**config.mk**
```make
export PLATFORM = sky130hd
export DESIGN_NAME = utf8_text_inspector_top
export DESIGN_NICKNAME = d
export VERILOG_FILES = /design/src/hdl/utf8ti_pkg.sv /design/src/hdl/utf8ti_front.sv /design/src/hdl/utf8ti_queue.sv /design/src/hdl/utf8ti_back.sv /design/src/hdl/utf8_text_inspector_top.sv
export VERILOG_INCLUDE_DIRS = /design/src /design/src/hdl
export SDC_FILE = /design/constraint.sdc
export NUM_CORES = 1
export LEC_CHECK = 0
export ABC_AREA = 1
export BUFFER_PORTS_ARGS = -buffer_cell sky130_fd_sc_hd__buf_4
export CORE_MARGIN = 5
export CORE_UTILIZATION = 54
export DETAILED_ROUTE_END_ITERATION = 6
export PLACE_DENSITY_LB_ADDON = 0.08
export SLEW_MARGIN = 20
export SYNTH_ARGS = -nofsm -noshare
export SYNTH_HDL_FRONTEND = slang
export SYNTH_SLANG_ARGS = --single-unit
```
**constraint.sdc**
```tcl
create_clock -name clk -period 2.63 [get_ports clk]
set_clock_uncertainty 0.2 [all_clocks]
set_input_delay 0.3945 -clock clk [delete_from_list [all_inputs] [get_ports clk]]
set_output_delay 0.3945 -clock clk [all_outputs]
set_load 0.005 [all_outputs]
```
**src/hdl/utf8_text_inspector_top_macros.svh**
```systemverilog
// ----------------------------------------------------------------------------
// utf8_text_inspector_top_macros.svh
// Assertion helpers shared by the RTL, clocked on clk, disabled in reset.
// ----------------------------------------------------------------------------
`ifndef UTF8_TEXT_INSPECTOR_TOP_MACROS_SVH
`define UTF8_TEXT_INSPECTOR_TOP_MACROS_SVH

// Same-cycle implication.
`define UTI_ASSERT_NOW(lbl, ante, cons, msg) \
	lbl: assert property (@(posedge clk) disable iff (!arst_n) (ante) |-> (cons)) \
		else $error(msg);

// Next-cycle implication.
`define UTI_ASSERT_NEXT(lbl, ante, cons, msg) \
	lbl: assert property (@(posedge clk) disable iff (!arst_n) (ante) |=> (cons)) \
		else $error(msg);

`endif

```
**src/hdl/utf8ti_pkg.sv**
```systemverilog
// ----------------------------------------------------------------------------
// utf8ti_pkg
// Types and constants shared by the UTF-8 text inspector modules.
// ----------------------------------------------------------------------------
package utf8ti_pkg;

	// Beat queue between front and back; depth of at least two.
	localparam int unsigned QDEPTH = 4;
	localparam int unsigned QAW    = $clog2(QDEPTH);
	localparam int unsigned QCW    = $clog2(QDEPTH + 1);

	// Byte order mark and special bytes
	localparam logic [7:0] BOM_B0   = 8'hEF;
	localparam logic [7:0] BOM_B1   = 8'hBB;
	localparam logic [7:0] BOM_B2   = 8'hBF;
	localparam logic [1:0] BOM_LEN  = 2'd3;
	localparam logic [7:0] BYTE_NUL = 8'h00;
	localparam logic [7:0] BYTE_LF  = 8'h0A;
	localparam logic [7:0] BYTE_CR  = 8'h0D;

	// Byte class boundaries
	localparam logic [7:0] ASCII_HI = 8'h7F;
	localparam logic [7:0] CONT_HI  = 8'hBF;
	localparam logic [7:0] LEAD2_LO = 8'hC2;
	localparam logic [7:0] LEAD2_HI = 8'hDF;
	localparam logic [7:0] LEAD3_LO = 8'hE0;
	localparam logic [7:0] LEAD3_HI = 8'hEF;
	localparam logic [7:0] LEAD4_LO = 8'hF0;
	localparam logic [7:0] LEAD4_HI = 8'hF4;

	// Code point limits
	localparam logic [20:0] CP_MIN3 = 21'h000800;
	localparam logic [20:0] CP_MIN4 = 21'h010000;
	localparam logic [20:0] SURR_LO = 21'h00D800;
	localparam logic [20:0] SURR_HI = 21'h00DFFF;
	localparam logic [20:0] CP_MAX  = 21'h10FFFF;

	localparam logic [2:0] SEQ_LEN2 = 3'd2;
	localparam logic [2:0] SEQ_LEN3 = 3'd3;
	localparam logic [2:0] SEQ_LEN4 = 3'd4;

	// Line ending flags
	localparam logic [2:0] EF_CRLF    = 3'b001;
	localparam logic [2:0] EF_LF      = 3'b010;
	localparam logic [2:0] EF_LONE_CR = 3'b100;

	typedef enum logic [2:0] {
		CLS_ASCII,
		CLS_LEAD2,
		CLS_LEAD3,
		CLS_LEAD4,
		CLS_CONT,
		CLS_BAD
	} byte_class_t;

	typedef enum logic [1:0] {
		LE_NONE,
		LE_CRLF,
		LE_LF,
		LE_MIXED
	} line_kind_t;

	// One classified beat as carried from front to back
	typedef struct packed {
		logic [5:0]  payload;  // code point bits, already masked for the class
		byte_class_t cls;
		logic        is_nul;
		logic        is_cr;
		logic        is_lf;
		logic        consume;  // beat carries a byte
		logic        done;     // beat ends the buffer
		logic        bom;      // buffer opened with a mark; valid with done
	} beat_t;

	typedef struct packed {
		logic           full;
		logic [QCW-1:0] level;
	} q_status_t;

endpackage

```
**src/hdl/utf8ti_front.sv**
```systemverilog
// ----------------------------------------------------------------------------
// utf8ti_front
// Accepts byte beats, classifies them and tracks the byte order mark.
// ----------------------------------------------------------------------------
module utf8ti_front (
	input  logic              clk,
	input  logic              arst_n,
	input  logic              byte_valid,
	output logic              byte_stall,
	input  logic [7:0]        data_byte,
	input  logic              last_byte,
	input  logic              empty_stream,
	input  logic              q_full,
	output logic              push,
	output utf8ti_pkg::beat_t push_beat
);
	import utf8ti_pkg::*;

	logic [1:0] prefix_cnt_q;
	logic       bom_match_q;
	logic [1:0] prefix_cnt_nx;
	logic       bom_match_nx;
	logic [7:0] bom_expect;
	logic       consume;
	logic       done;

	assign byte_stall = q_full;
	assign push       = byte_valid && !q_full;
	assign consume    = !empty_stream;
	assign done       = empty_stream || last_byte;

	always_comb begin
		unique case (prefix_cnt_q)
			2'd0:    bom_expect = BOM_B0;
			2'd1:    bom_expect = BOM_B1;
			default: bom_expect = BOM_B2;
		endcase
	end

	always_comb begin
		prefix_cnt_nx = prefix_cnt_q;
		bom_match_nx  = bom_match_q;
		if (consume && prefix_cnt_q != BOM_LEN) begin
			prefix_cnt_nx = prefix_cnt_q + 2'd1;
			bom_match_nx  = bom_match_q && (data_byte == bom_expect);
		end
	end

	always_comb begin
		push_beat         = '0;
		push_beat.consume = consume;
		push_beat.done    = done;
		push_beat.bom     = (prefix_cnt_nx == BOM_LEN) && bom_match_nx;
		push_beat.is_nul  = data_byte == BYTE_NUL;
		push_beat.is_cr   = data_byte == BYTE_CR;
		push_beat.is_lf   = data_byte == BYTE_LF;
		priority if (data_byte <= ASCII_HI) begin
			push_beat.cls     = CLS_ASCII;
		end else if (data_byte <= CONT_HI) begin
			push_beat.cls     = CLS_CONT;
			push_beat.payload = data_byte[5:0];
		end else if (data_byte >= LEAD2_LO && data_byte <= LEAD2_HI) begin
			push_beat.cls     = CLS_LEAD2;
			push_beat.payload = {1'b0, data_byte[4:0]};
		end else if (data_byte >= LEAD3_LO && data_byte <= LEAD3_HI) begin
			push_beat.cls     = CLS_LEAD3;
			push_beat.payload = {2'b0, data_byte[3:0]};
		end else if (data_byte >= LEAD4_LO && data_byte <= LEAD4_HI) begin
			push_beat.cls     = CLS_LEAD4;
			push_beat.payload = {3'b0, data_byte[2:0]};
		end else begin
			push_beat.cls     = CLS_BAD;
		end
	end

	// Restart mark tracking after the beat that ends a buffer
	always_ff @(posedge clk or negedge arst_n) begin
		if (!arst_n) begin
			prefix_cnt_q <= '0;
			bom_match_q  <= 1'b1;
		end else if (push) begin
			if (done) begin
				prefix_cnt_q <= '0;
				bom_match_q  <= 1'b1;
			end else begin
				prefix_cnt_q <= prefix_cnt_nx;
				bom_match_q  <= bom_match_nx;
			end
		end
	end

endmodule

```
**src/hdl/utf8ti_queue.sv**
```systemverilog
// ----------------------------------------------------------------------------
// utf8ti_queue
// Short flop queue of classified beats between front and back.
// ----------------------------------------------------------------------------
module utf8ti_queue (
	input  logic                  clk,
	input  logic                  arst_n,
	input  logic                  push,
	input  utf8ti_pkg::beat_t     push_beat,
	input  logic                  pop,
	output logic                  head_valid,
	output utf8ti_pkg::beat_t     head_beat,
	output utf8ti_pkg::q_status_t status
);
	import utf8ti_pkg::*;

	beat_t          slot_q [QDEPTH];
	logic [QAW-1:0] wr_ptr_q;
	logic [QAW-1:0] rd_ptr_q;
	logic [QCW-1:0] level_q;

	assign head_valid   = level_q != '0;
	assign head_beat    = slot_q[rd_ptr_q];
	assign status.full  = level_q == QCW'(QDEPTH);
	assign status.level = level_q;

	function automatic logic [QAW-1:0] ptr_inc(input logic [QAW-1:0] p);
		ptr_inc = (p == QAW'(QDEPTH - 1)) ? '0 : p + QAW'(1);
	endfunction

	always_ff @(posedge clk) begin
		if (push) begin
			slot_q[wr_ptr_q] <= push_beat;
		end
	end

	always_ff @(posedge clk or negedge arst_n) begin
		if (!arst_n) begin
			wr_ptr_q <= '0;
			rd_ptr_q <= '0;
			level_q  <= '0;
		end else begin
			if (push) begin
				wr_ptr_q <= ptr_inc(wr_ptr_q);
			end
			if (pop) begin
				rd_ptr_q <= ptr_inc(rd_ptr_q);
			end
			if (push && !pop) begin
				level_q <= level_q + QCW'(1);
			end else if (pop && !push) begin
				level_q <= level_q - QCW'(1);
			end
		end
	end

endmodule

```
**src/hdl/utf8ti_back.sv**
```systemverilog
// ----------------------------------------------------------------------------
// utf8ti_back
// Decodes classified beats, tracks line endings and holds the verdict.
// ----------------------------------------------------------------------------
module utf8ti_back (
	input  logic              clk,
	input  logic              arst_n,
	input  logic              head_valid,
	input  utf8ti_pkg::beat_t head_beat,
	output logic              pop,
	output logic              verdict_valid,
	input  logic              verdict_stall,
	output logic              text_valid,
	output logic              has_bom,
	output logic [1:0]        line_ending_kind
);
	import utf8ti_pkg::*;

	logic [1:0]  pend_q,  pend_nx;
	logic [2:0]  seq_q,   seq_nx;
	logic [20:0] cp_q,    cp_nx;
	logic        inv_q,   inv_nx;
	logic        cr_q,    cr_nx;
	logic [2:0]  flags_q, flags_nx;
	logic [20:0] cp_acc;
	logic        cp_bad;
	logic [2:0]  flags_fin;
	logic        valid_fin;
	line_kind_t  kind_fin;

	logic        vld_q;
	logic        text_valid_q;
	logic        has_bom_q;
	line_kind_t  kind_q;
	logic        out_free;

	assign out_free = !vld_q || !verdict_stall;
	assign pop      = head_valid && (!head_beat.done || out_free);

	assign cp_acc = {cp_q[14:0], head_beat.payload};
	assign cp_bad = (seq_q == SEQ_LEN3 && cp_acc < CP_MIN3)
	             || (seq_q == SEQ_LEN4 && cp_acc < CP_MIN4)
	             || (cp_acc >= SURR_LO && cp_acc <= SURR_HI)
	             || (cp_acc > CP_MAX);

	always_comb begin
		pend_nx  = pend_q;
		seq_nx   = seq_q;
		cp_nx    = cp_q;
		inv_nx   = inv_q;
		cr_nx    = cr_q;
		flags_nx = flags_q;
		if (head_beat.consume) begin
			// decode; drop all decoding once the buffer is invalid
			if (!inv_q) begin
				if (pend_q != '0) begin
					if (head_beat.cls != CLS_CONT) begin
						inv_nx  = 1'b1;
						pend_nx = '0;
					end else begin
						pend_nx = pend_q - 2'd1;
						cp_nx   = cp_acc;
						if (pend_q == 2'd1) begin
							inv_nx = cp_bad;
							seq_nx = '0;
							cp_nx  = '0;
						end
					end
				end else begin
					unique case (head_beat.cls)
						CLS_ASCII: begin
							inv_nx = head_beat.is_nul;
						end
						CLS_LEAD2: begin
							seq_nx  = SEQ_LEN2;
							pend_nx = 2'd1;
							cp_nx   = {15'b0, head_beat.payload};
						end
						CLS_LEAD3: begin
							seq_nx  = SEQ_LEN3;
							pend_nx = 2'd2;
							cp_nx   = {15'b0, head_beat.payload};
						end
						CLS_LEAD4: begin
							seq_nx  = SEQ_LEN4;
							pend_nx = 2'd3;
							cp_nx   = {15'b0, head_beat.payload};
						end
						default: begin
							inv_nx = 1'b1;
						end
					endcase
				end
			end
			// line endings
			if (cr_q) begin
				cr_nx = 1'b0;
				if (head_beat.is_lf) begin
					flags_nx = flags_q | EF_CRLF;
				end else begin
					flags_nx = flags_q | EF_LONE_CR;
					cr_nx    = head_beat.is_cr;
				end
			end else if (head_beat.is_cr) begin
				cr_nx = 1'b1;
			end else if (head_beat.is_lf) begin
				flags_nx = flags_q | EF_LF;
			end
		end
	end

	// A CR still open at the end counts as lone
	always_comb begin
		flags_fin = cr_nx ? (flags_nx | EF_LONE_CR) : flags_nx;
		valid_fin = !inv_nx && pend_nx == '0;
		priority if (!valid_fin || flags_fin == '0) begin
			kind_fin = LE_NONE;
		end else if (flags_fin == EF_CRLF) begin
			kind_fin = LE_CRLF;
		end else if (flags_fin == EF_LF) begin
			kind_fin = LE_LF;
		end else begin
			kind_fin = LE_MIXED;
		end
	end

	always_ff @(posedge clk or negedge arst_n) begin
		if (!arst_n) begin
			pend_q  <= '0;
			seq_q   <= '0;
			cp_q    <= '0;
			inv_q   <= 1'b0;
			cr_q    <= 1'b0;
			flags_q <= '0;
		end else if (pop) begin
			if (head_beat.done) begin
				pend_q  <= '0;
				seq_q   <= '0;
				cp_q    <= '0;
				inv_q   <= 1'b0;
				cr_q    <= 1'b0;
				flags_q <= '0;
			end else begin
				pend_q  <= pend_nx;
				seq_q   <= seq_nx;
				cp_q    <= cp_nx;
				inv_q   <= inv_nx;
				cr_q    <= cr_nx;
				flags_q <= flags_nx;
			end
		end
	end

	always_ff @(posedge clk or negedge arst_n) begin
		if (!arst_n) begin
			vld_q <= 1'b0;
		end else if (pop && head_beat.done) begin
			vld_q <= 1'b1;
		end else if (!verdict_stall) begin
			vld_q <= 1'b0;
		end
	end

	always_ff @(posedge clk) begin
		if (pop && head_beat.done) begin
			text_valid_q <= valid_fin;
			has_bom_q    <= head_beat.bom;
			kind_q       <= kind_fin;
		end
	end

	assign verdict_valid    = vld_q;
	assign text_valid       = text_valid_q;
	assign has_bom          = has_bom_q;
	assign line_ending_kind = kind_q;

endmodule

```
**src/hdl/utf8_text_inspector_top.sv**
```systemverilog
// ----------------------------------------------------------------------------
// utf8_text_inspector_top: strict UTF-8 text checker, one byte beat per cycle
// while the queue has room. End beat: queue slot, then verdict register.
// Throughput: 1 beat per cycle, limited by the decode step and verdict stalls.
// Reset: async active low; clears queue, decoder, mark tracker, verdict valid.
// ----------------------------------------------------------------------------
`include "utf8_text_inspector_top_macros.svh"

module utf8_text_inspector_top (
	input  logic       clk,
	input  logic       arst_n,
	// byte beats
	input  logic       byte_valid,
	output logic       byte_stall,
	input  logic [7:0] data_byte,
	input  logic       last_byte,
	input  logic       empty_stream,
	// verdict beats
	output logic       verdict_valid,
	input  logic       verdict_stall,
	output logic       text_valid,
	output logic       has_bom,
	output logic [1:0] line_ending_kind
);
	import utf8ti_pkg::*;

	// Front to queue
	logic      push;
	beat_t     push_beat;
	q_status_t q_status;

	// Queue to back
	logic      head_valid;
	beat_t     head_beat;
	logic      pop;

	// Front: take a byte beat whenever the queue has room, classify it
	// (ASCII, lead of 2/3/4, continuation, illegal; NUL, CR, LF marks) and
	// track the opening mark. The mark verdict rides along on the end beat.
	utf8ti_front u_front (
		.clk          (clk),
		.arst_n       (arst_n),
		.byte_valid   (byte_valid),
		.byte_stall   (byte_stall),
		.data_byte    (data_byte),
		.last_byte    (last_byte),
		.empty_stream (empty_stream),
		.q_full       (q_status.full),
		.push         (push),
		.push_beat    (push_beat)
	);

	// Queue: decouple the two sides so a stalled verdict does not stop
	// byte intake until the queue fills.
	utf8ti_queue u_queue (
		.clk        (clk),
		.arst_n     (arst_n),
		.push       (push),
		.push_beat  (push_beat),
		.pop        (pop),
		.head_valid (head_valid),
		.head_beat  (head_beat),
		.status     (q_status)
	);

	// Back: advance the decoder one beat per cycle; only an end beat needs
	// the verdict register free, so plain bytes drain even while the
	// previous verdict waits.
	utf8ti_back u_back (
		.clk              (clk),
		.arst_n           (arst_n),
		.head_valid       (head_valid),
		.head_beat        (head_beat),
		.pop              (pop),
		.verdict_valid    (verdict_valid),
		.verdict_stall    (verdict_stall),
		.text_valid       (text_valid),
		.has_bom          (has_bom),
		.line_ending_kind (line_ending_kind)
	);

	// Checks
	`UTI_ASSERT_NOW(a_q_level, 1'b1, q_status.level <= QCW'(QDEPTH), "queue overfilled")
	`UTI_ASSERT_NOW(a_no_overwrite, verdict_valid && verdict_stall, !(pop && head_beat.done), "verdict overwritten while stalled")
	`UTI_ASSERT_NEXT(a_verdict_load, pop && head_beat.done, verdict_valid, "end beat gave no verdict")
	`UTI_ASSERT_NOW(a_kind_on_invalid, verdict_valid && !text_valid, line_ending_kind == LE_NONE, "line ending reported for invalid text")

endmodule

```
==> After elaboration in Yosys (flattened, before gate mapping) <==
Memories as Yosys holds them, arrays and structs flattened.
Cells that the tools add are included.
{ "word_totals": {"reg_bits": 40, "latch_bits": 0, "mem_bits_rw": 60, "romBits": 0, "input_bits": 14, "out_inout_bits": 6, "memories": 1} }
{ "classes": {"n_addsub": 6, "n_mul": 0, "n_div": 0, "n_lt_le_gt_ge": 13, "eq_ne": 22, "n_shift": 0, "mux": 61, "n_bitwise": 0, "reduce_logical": 46} }
{ "mem_list": {"columns": ["memory", "words", "word_bits", "rd", "rd_clocked_by_memory_dff", "write_ports", "line", "source"], "rows": [
  ["u_queue.slot_q", 4, 15, 1, 0, 1, "utf8ti_queue.sv:17", "beat_t slot_q [QDEPTH];"]
]} }
{ "op_table": {"columns": ["op", "count"], "rows": [
  ["15-bit 2-to-1 mux", 7],
  ["3-bit 2-to-1 mux", 16],
  ["8-bit <= comparator, second input constant", 4],
  ["8-bit greater-or-equal comparator, second input constant", 3],
  ["2-bit 2-to-1 mux", 11],
  ["21-bit by 16-bit greater-or-equal comparator with 1-bit output, second input constant", 1],
  ["21-bit > comparator, second input constant", 1],
  ["21-bit by 16-bit <= comparator with 1-bit output, second input constant", 1],
  ["21-bit by 12-bit < comparator with 1-bit output, second input constant", 1],
  ["21-bit by 17-bit < comparator with 1-bit output, second input constant", 1],
  ["1-bit 2-to-1 mux", 19],
  ["9-bit 2-to-1 mux", 2],
  ["8-bit by 4-bit == test with 1-bit output, second input constant", 2],
  ["1-bit logical AND", 15],
  ["7-bit one-hot mux with 2 select lines", 1],
  ["3-bit by 2-bit == test with 1-bit output, second input constant", 4],
  ["1-bit zero test", 9],
  ["3-bit one-hot mux with 3 select lines", 1],
  ["8-bit == test", 1],
  ["8-bit by 7-bit <= comparator with 1-bit output, second input constant", 1],
  ["8-bit zero test", 1],
  ["1-bit logical OR", 7],
  ["7-bit 2-to-1 mux", 1],
  ["2-bit by 1-bit adder with 2-bit output, second input constant", 3],
  ["other kinds (23)", 35]
]} }

==> Depth between registers and ports, before layout <==
An unclocked memory read counts as a cell.
{ "depth": {"depth_word": 16, "ltp_mapped": 14, "ltp_nobuf": 13} }

==> Cells and area by module <==
From an unflattened synthesis, not the netlist that was laid out.
{ "hier_totals": {"cells_unflattened": 508, "area_unflattened_um2": 4947.2} }
{ "modules_own_cells": {"columns": ["mod", "instances", "cells_per_inst", "area_each_um2", "seq_area_each_um2"], "rows": [
  ["utf8ti_queue", 1, 228, 2864.0, 1976.9],
  ["utf8ti_back", 1, 195, 1592.8, 770.7],
  ["utf8ti_front", 1, 85, 490.5, 76.3]
]} }

==> Worst setup path before layout <==
No wires, ideal clock.
{ "synth_path": {"kind": "flip-flop to flip-flop", "startpoint": "register u_queue.rd_ptr_q[1]", "endpoint": "register u_queue.level_q[1]", "t_arrival_ns": 2.264, "path_slack_ns": 0.041, "stages_incl_launch_ff": 13, "path_buffers": 2, "period_less_slack_ns": 2.589, "path_cell_list": "dfrtp_1 buf_2 inv_2 nand3_1 nand2_2 nand2_1 nand2_2 clkbuf_1 inv_1 ha_1 inv_1 fa_1 mux2_2"} }
{ "synth_between": {"elab_chain_len": 7} }
{ "synth_lines": {"columns": ["item", "line", "source"], "rows": [
  ["start, declared", "utf8ti_queue.sv:19", "logic [QAW-1:0] rd_ptr_q;"],
  ["start signal, assigned", "utf8ti_queue.sv:47", "rd_ptr_q <= ptr_inc(rd_ptr_q);"],
  ["memory read 4 x 15 bit (*)", null, null],
  ["1-bit zero test (*)", "utf8ti_back.sv:38", "assign pop = head_valid && (!head_beat.done || out_free);"],
  ["1-bit logical OR (*)", "utf8ti_back.sv:38", null],
  ["1-bit logical AND (*)", "utf8ti_back.sv:38", null],
  ["1-bit zero test", "utf8ti_queue.sv:49", "if (push && !pop) begin"],
  ["1-bit logical AND", "utf8ti_queue.sv:49", null],
  ["3-bit 2-to-1 mux or 2-bit nonzero test (tied branches)", null, null],
  ["end signal, assigned", "utf8ti_queue.sv:50", "level_q <= level_q + QCW'(1);"],
  ["end signal, assigned", "utf8ti_queue.sv:52", "level_q <= level_q - QCW'(1);"],
  ["end, declared", "utf8ti_queue.sv:20", "logic [QCW-1:0] level_q;"]
]} }
Mark *: on every way between the ends. The rest lies on a longest branch, timed or not.
A chain may end at the register's enable or synchronous reset.

==> Final worst setup path <==
{ "layout_path": {"startpoint": "register u_queue.rd_ptr_q[0]", "endpoint": "register u_queue.level_q[2]"} }
The elaborated chain is that of the path after synthesis.

==> impl_metrics.csv <==
group,metric,value,unit
outcome,outcome,"finished, final reports clean",
grt,globalRouteOverflowTotal,0,
floorplanning,placeableCoreArea,8640,µm²
logic_synthesis,synth_top_family_by_area,"simple AND/OR/NAND/NOR gates",
logic_synthesis,total_of_flip_flops_plus_latches_after_synthesis,100,
pwr,finalPower,6.07,mW
setup_path,critical_path_peak_fanout,6,
logic_synthesis,synth.yosys.seq_area_share,59.8,%
cts,cts_inserted_buffers,9,
sta,slew_headroom,56.6,%
pwr,power_density,1160,nW/µm²
cells_and_area,antennaDiodeCount,0,
cts,cts_htree_levels,3,
cells_and_area,fillers,753,
routing,antenna_violating_nets_post_route,0,
logic_synthesis,synth-compound-area-share,8.51,%
cells_and_area,num-nets-final,540,
logic_synthesis,number_of_warnings_reported_in_the_yosys_synthesis_log,0,
grt,grt_first_pass_wirelength,15.9,mm
floorplanning,area_of_the_die,10700,µm²
sta,worst-slew-pin-transition,0.649,ns
logic_synthesis,yosysTopAreaCell,"sky130_fd_sc_hd__edfxtp_1",
cts,clk_pin_slew,0.10,ns
cts,clk_path_buf_depth,2,
setup_path,setup.worst_path.start_class,"register",
floorplanning,die_w,104,µm
cts,root_buffer,"sky130_fd_sc_hd__clkbuf_8",
routing,detail_route.iter0.violations,111,
flow_run,timing.max_cap.violations,0,
cells_and_area,final_cells,627,
logic_synthesis,syn_area_per_cell,9.81,µm²
grt,antenna_found_initial,0,
logic_synthesis,async_flop_share,36.0,%
grt,grt_use_total,18.3,%
routing,detailroute.via_count,3335,
floorplanning,die_height,104,µm
floorplanning,fp-row-count,34,
cts,cts_num_sinks,100,
grt,grt_max_degree,37,
logic_synthesis,synthAdderAreaFrac,3.34,%
routing,first_pass_iters,4,
logic_synthesis,synth.distinct_cells,38,
floorplanning,i_o_pin_count,20,
sta,timing.final.crit_period,2.33,ns
sta,post-route-period-util,88.8,%
floorplanning,start_util,54.7,%
sta,timing.hold.ws,0.130,ns
setup_path,endpoint_kind,"register",
cells_and_area,final_area,5230,µm²
setup_path,data_arrival_time_at_the_worst_slack_endpoint,2.38,ns
placement,placement.io_buffers,19,
sta,slew_viol_final,0,
placement,cell_count_after_placement,609,
cells_and_area,area_delta_synth_final,10.7,%
routing,drc,0,
logic_synthesis,yosys.area_share.xor_xnor,0.742,%
min_path,worst_hold_path_type,"in2reg",
sta,final.setup.tns,0,ns
cells_and_area,layout-drive-gt1-share,14.1,%
logic_synthesis,yosysTopAreaCellShare,40.7,%
sta,grt_setup_unrepaired,"no",
cts,cts_tree,"done",
placement,place_area,5020,µm²
logic_synthesis,synth.mux.area_fraction,0.239,%
pwr,vdd.ir_drop.worst,0.522,mV
routing,via_per_inst,5.32,
logic_synthesis,synth_nets,507,
grt,first_global_vias,3283,
placement,place_hpwl,6.67,mm
cts,clk_latency,0.36,ns
cts,cts_post_setup_buffers_inserted,0,
placement,final_weighted_congestion_in_routability_driven_placement,0.871,
pwr,power.static_leakage,2.25,nW
logic_synthesis,netlist_instances,481,
logic_synthesis,mappedNetlistArea,4720,µm²
logic_synthesis,synth_simple_gate_area_share,21.8,%
sta,finalHoldViolations,0,
logic_synthesis,synthTopCellsByArea,"sky130_fd_sc_hd__edfxtp_1 41%, sky130_fd_sc_hd__dfrtp_1 19%, sky130_fd_sc_hd__nand2_1 7.9%, sky130_fd_sc_hd__nor2_1 4.9%, sky130_fd_sc_hd__nand3_1 3.8%",
sta,achievable-frequency,428,MHz
routing,route.detailed.wl_per_inst,14.9,µm
logic_synthesis,synth_edf_count,64,
routing,detail_route.wirelength,9.36,mm
setup_path,reg2reg_slack,0.30,ns
setup_path,worst_ep_required_time,2.67,ns
logic_synthesis,most_common_flop_cell_mapped_by_yosys,"sky130_fd_sc_hd__edfxtp_1",
setup_path,criticalPathCategory,"reg2reg",
sta,setup_viol,0,
sequential cells by signal (all words and copies together), names as in the netlist, 2 cells and up:
register	cells
u_queue.slot_q	60
u_front.prefix_cnt_q	2
u_queue.wr_ptr_q	2
u_back.line_ending_kind	2
u_back.cp_q	15
u_back.pend_q	2
u_back.flags_q	3
u_back.seq_q	3
u_queue.rd_ptr_q	2
u_queue.level_q	3
Yosys cell counts (2+ instances only):
library cell / n
sky130_fd_sc_hd__inv_2: 3
sky130_fd_sc_hd__nand4_1: 3
sky130_fd_sc_hd__nand2_2: 12
sky130_fd_sc_hd__buf_6: 4
sky130_fd_sc_hd__ha_1: 11
sky130_fd_sc_hd__o21ai_0: 33
sky130_fd_sc_hd__o21ai_1: 2
sky130_fd_sc_hd__inv_1: 46
sky130_fd_sc_hd__o211ai_1: 2
sky130_fd_sc_hd__edfxtp_1: 64
sky130_fd_sc_hd__nand3_1: 36
sky130_fd_sc_hd__nand2_1: 99
sky130_fd_sc_hd__a21oi_2: 2
sky130_fd_sc_hd__nor4_1: 2
sky130_fd_sc_hd__nor3_1: 14
sky130_fd_sc_hd__xor2_1: 3
sky130_fd_sc_hd__dfrtp_1: 35
sky130_fd_sc_hd__o22ai_1: 11
sky130_fd_sc_hd__clkbuf_1: 5
sky130_fd_sc_hd__a21oi_1: 14
sky130_fd_sc_hd__nor2_1: 61
sky130_fd_sc_hd__buf_2: 3
cell usage in the layout, fill, tap and decap left out, drive strengths merged, types with 2 or more instances in the layout:
cell type / synthesis / routed
xor2: 3 / 3
buf: 7 / 32
clkbuf: 5 / 10
nand4: 3 / 3
clkinv: 0 / 3
o21ai: 35 / 35
a21oi: 17 / 17
nand2: 111 / 111
o22ai: 11 / 11
inv: 49 / 52
nor4: 2 / 2
ha: 11 / 11
o211ai: 2 / 2
edfxtp: 64 / 64
nor3: 15 / 15
nand3: 38 / 38
nor2: 63 / 64
dfrtp: 35 / 35
logic make-up (layout without fill, tap and decap cells):
| family | count (synthesis) | count (layout) |
|---|---|---|
| and+or+nand+nor | 233 | 234 |
| buffers and inverters | 61 | 98 |
| AOI/OAI and AO/OA | 70 | 70 |
| DFF | 100 | 100 |
| adders and majority gates | 12 | 12 |
| muxes | 1 | 1 |
| xor gates and xnor gates | 4 | 4 |
cell type report:
cell class | count | area (µm²) | share of cell area, %
Sequential cell | 100 | 2820 | 54.0
Clock inverter | 6 | 57.6 | 1.10
Tap cell | 108 | 135 | 2.58
Multi-Input combinational cell | 321 | 1650 | 31.5
Inverter | 49 | 184 | 3.52
Timing Repair Buffer | 33 | 254 | 4.86
Clock buffer | 10 | 128 | 2.44
final timing paths:
path	from	to	depth (start not counted)
hold reg to reg	u_front.bom_match_q	u_front.bom_match_q	2
setup / recovery	u_queue.rd_ptr_q[0]	u_queue.level_q[2]	13
max in group asynchronous	arst_n	u_front.bom_match_q	2
min in group asynchronous	arst_n	u_back.cp_q[14]	2
hold / removal	verdict_stall	u_back.verdict_valid	3
setup reg to reg	u_queue.rd_ptr_q[0]	u_queue.level_q[2]	13
critical path, cell delays in order (launching register included):
cell and delay, ns:
sky130_fd_sc_hd__dfrtp_1 0.46, sky130_fd_sc_hd__inv_2 0.11, sky130_fd_sc_hd__nand2_1 0.06, sky130_fd_sc_hd__nand3_1 0.08
sky130_fd_sc_hd__nand2_2 0.10, sky130_fd_sc_hd__nand2_1 0.13, sky130_fd_sc_hd__nand2_2 0.06, sky130_fd_sc_hd__inv_1 0.05
sky130_fd_sc_hd__ha_1 0.12, sky130_fd_sc_hd__inv_1 0.06, sky130_fd_sc_hd__fa_1 0.38, sky130_fd_sc_hd__a21oi_1 0.14
sky130_fd_sc_hd__o21ai_0 0.11, sky130_fd_sc_hd__xor2_1 0.15
power by group:
part | switching, mW | internal [mW] | total (mW)
clock network | 0.545 | 0.366 | 0.911
registers | 0.220 | 2.18 | 2.39
logic | 1.82 | 0.943 | 2.76
routing by layer:
layer | vias to the layer above | GRT usage [%] | wire length (µm)
li1 | 1689 | - | -
met1 | 1587 | 24.9 | 4410
met2 | 52 | 29.9 | 4560
met3 | 7 | 4.04 | 297
met4 | 0 | 4.69 | 90
met5 | - | 0 | 0
per-stage QoR:
step | utilization [%] | setup slack (ns)
floorplan | - | 0.0409
global placement | 58.1 | 0.308
detailed placement | 58.1 | 0.198
CTS | 60.4 | 0.169
global route | 60.5 | 0.0528
finish | 60.5 | 0.296
what timing repair did:
action | in CTS | in global routing
resized for setup | 0 | 1
endpoints found under the hold margin | 35 | 0
hold buffers | 1 | 0
setup endpoints to repair | 0 | 6
Power figures use the tool's default switching activity.
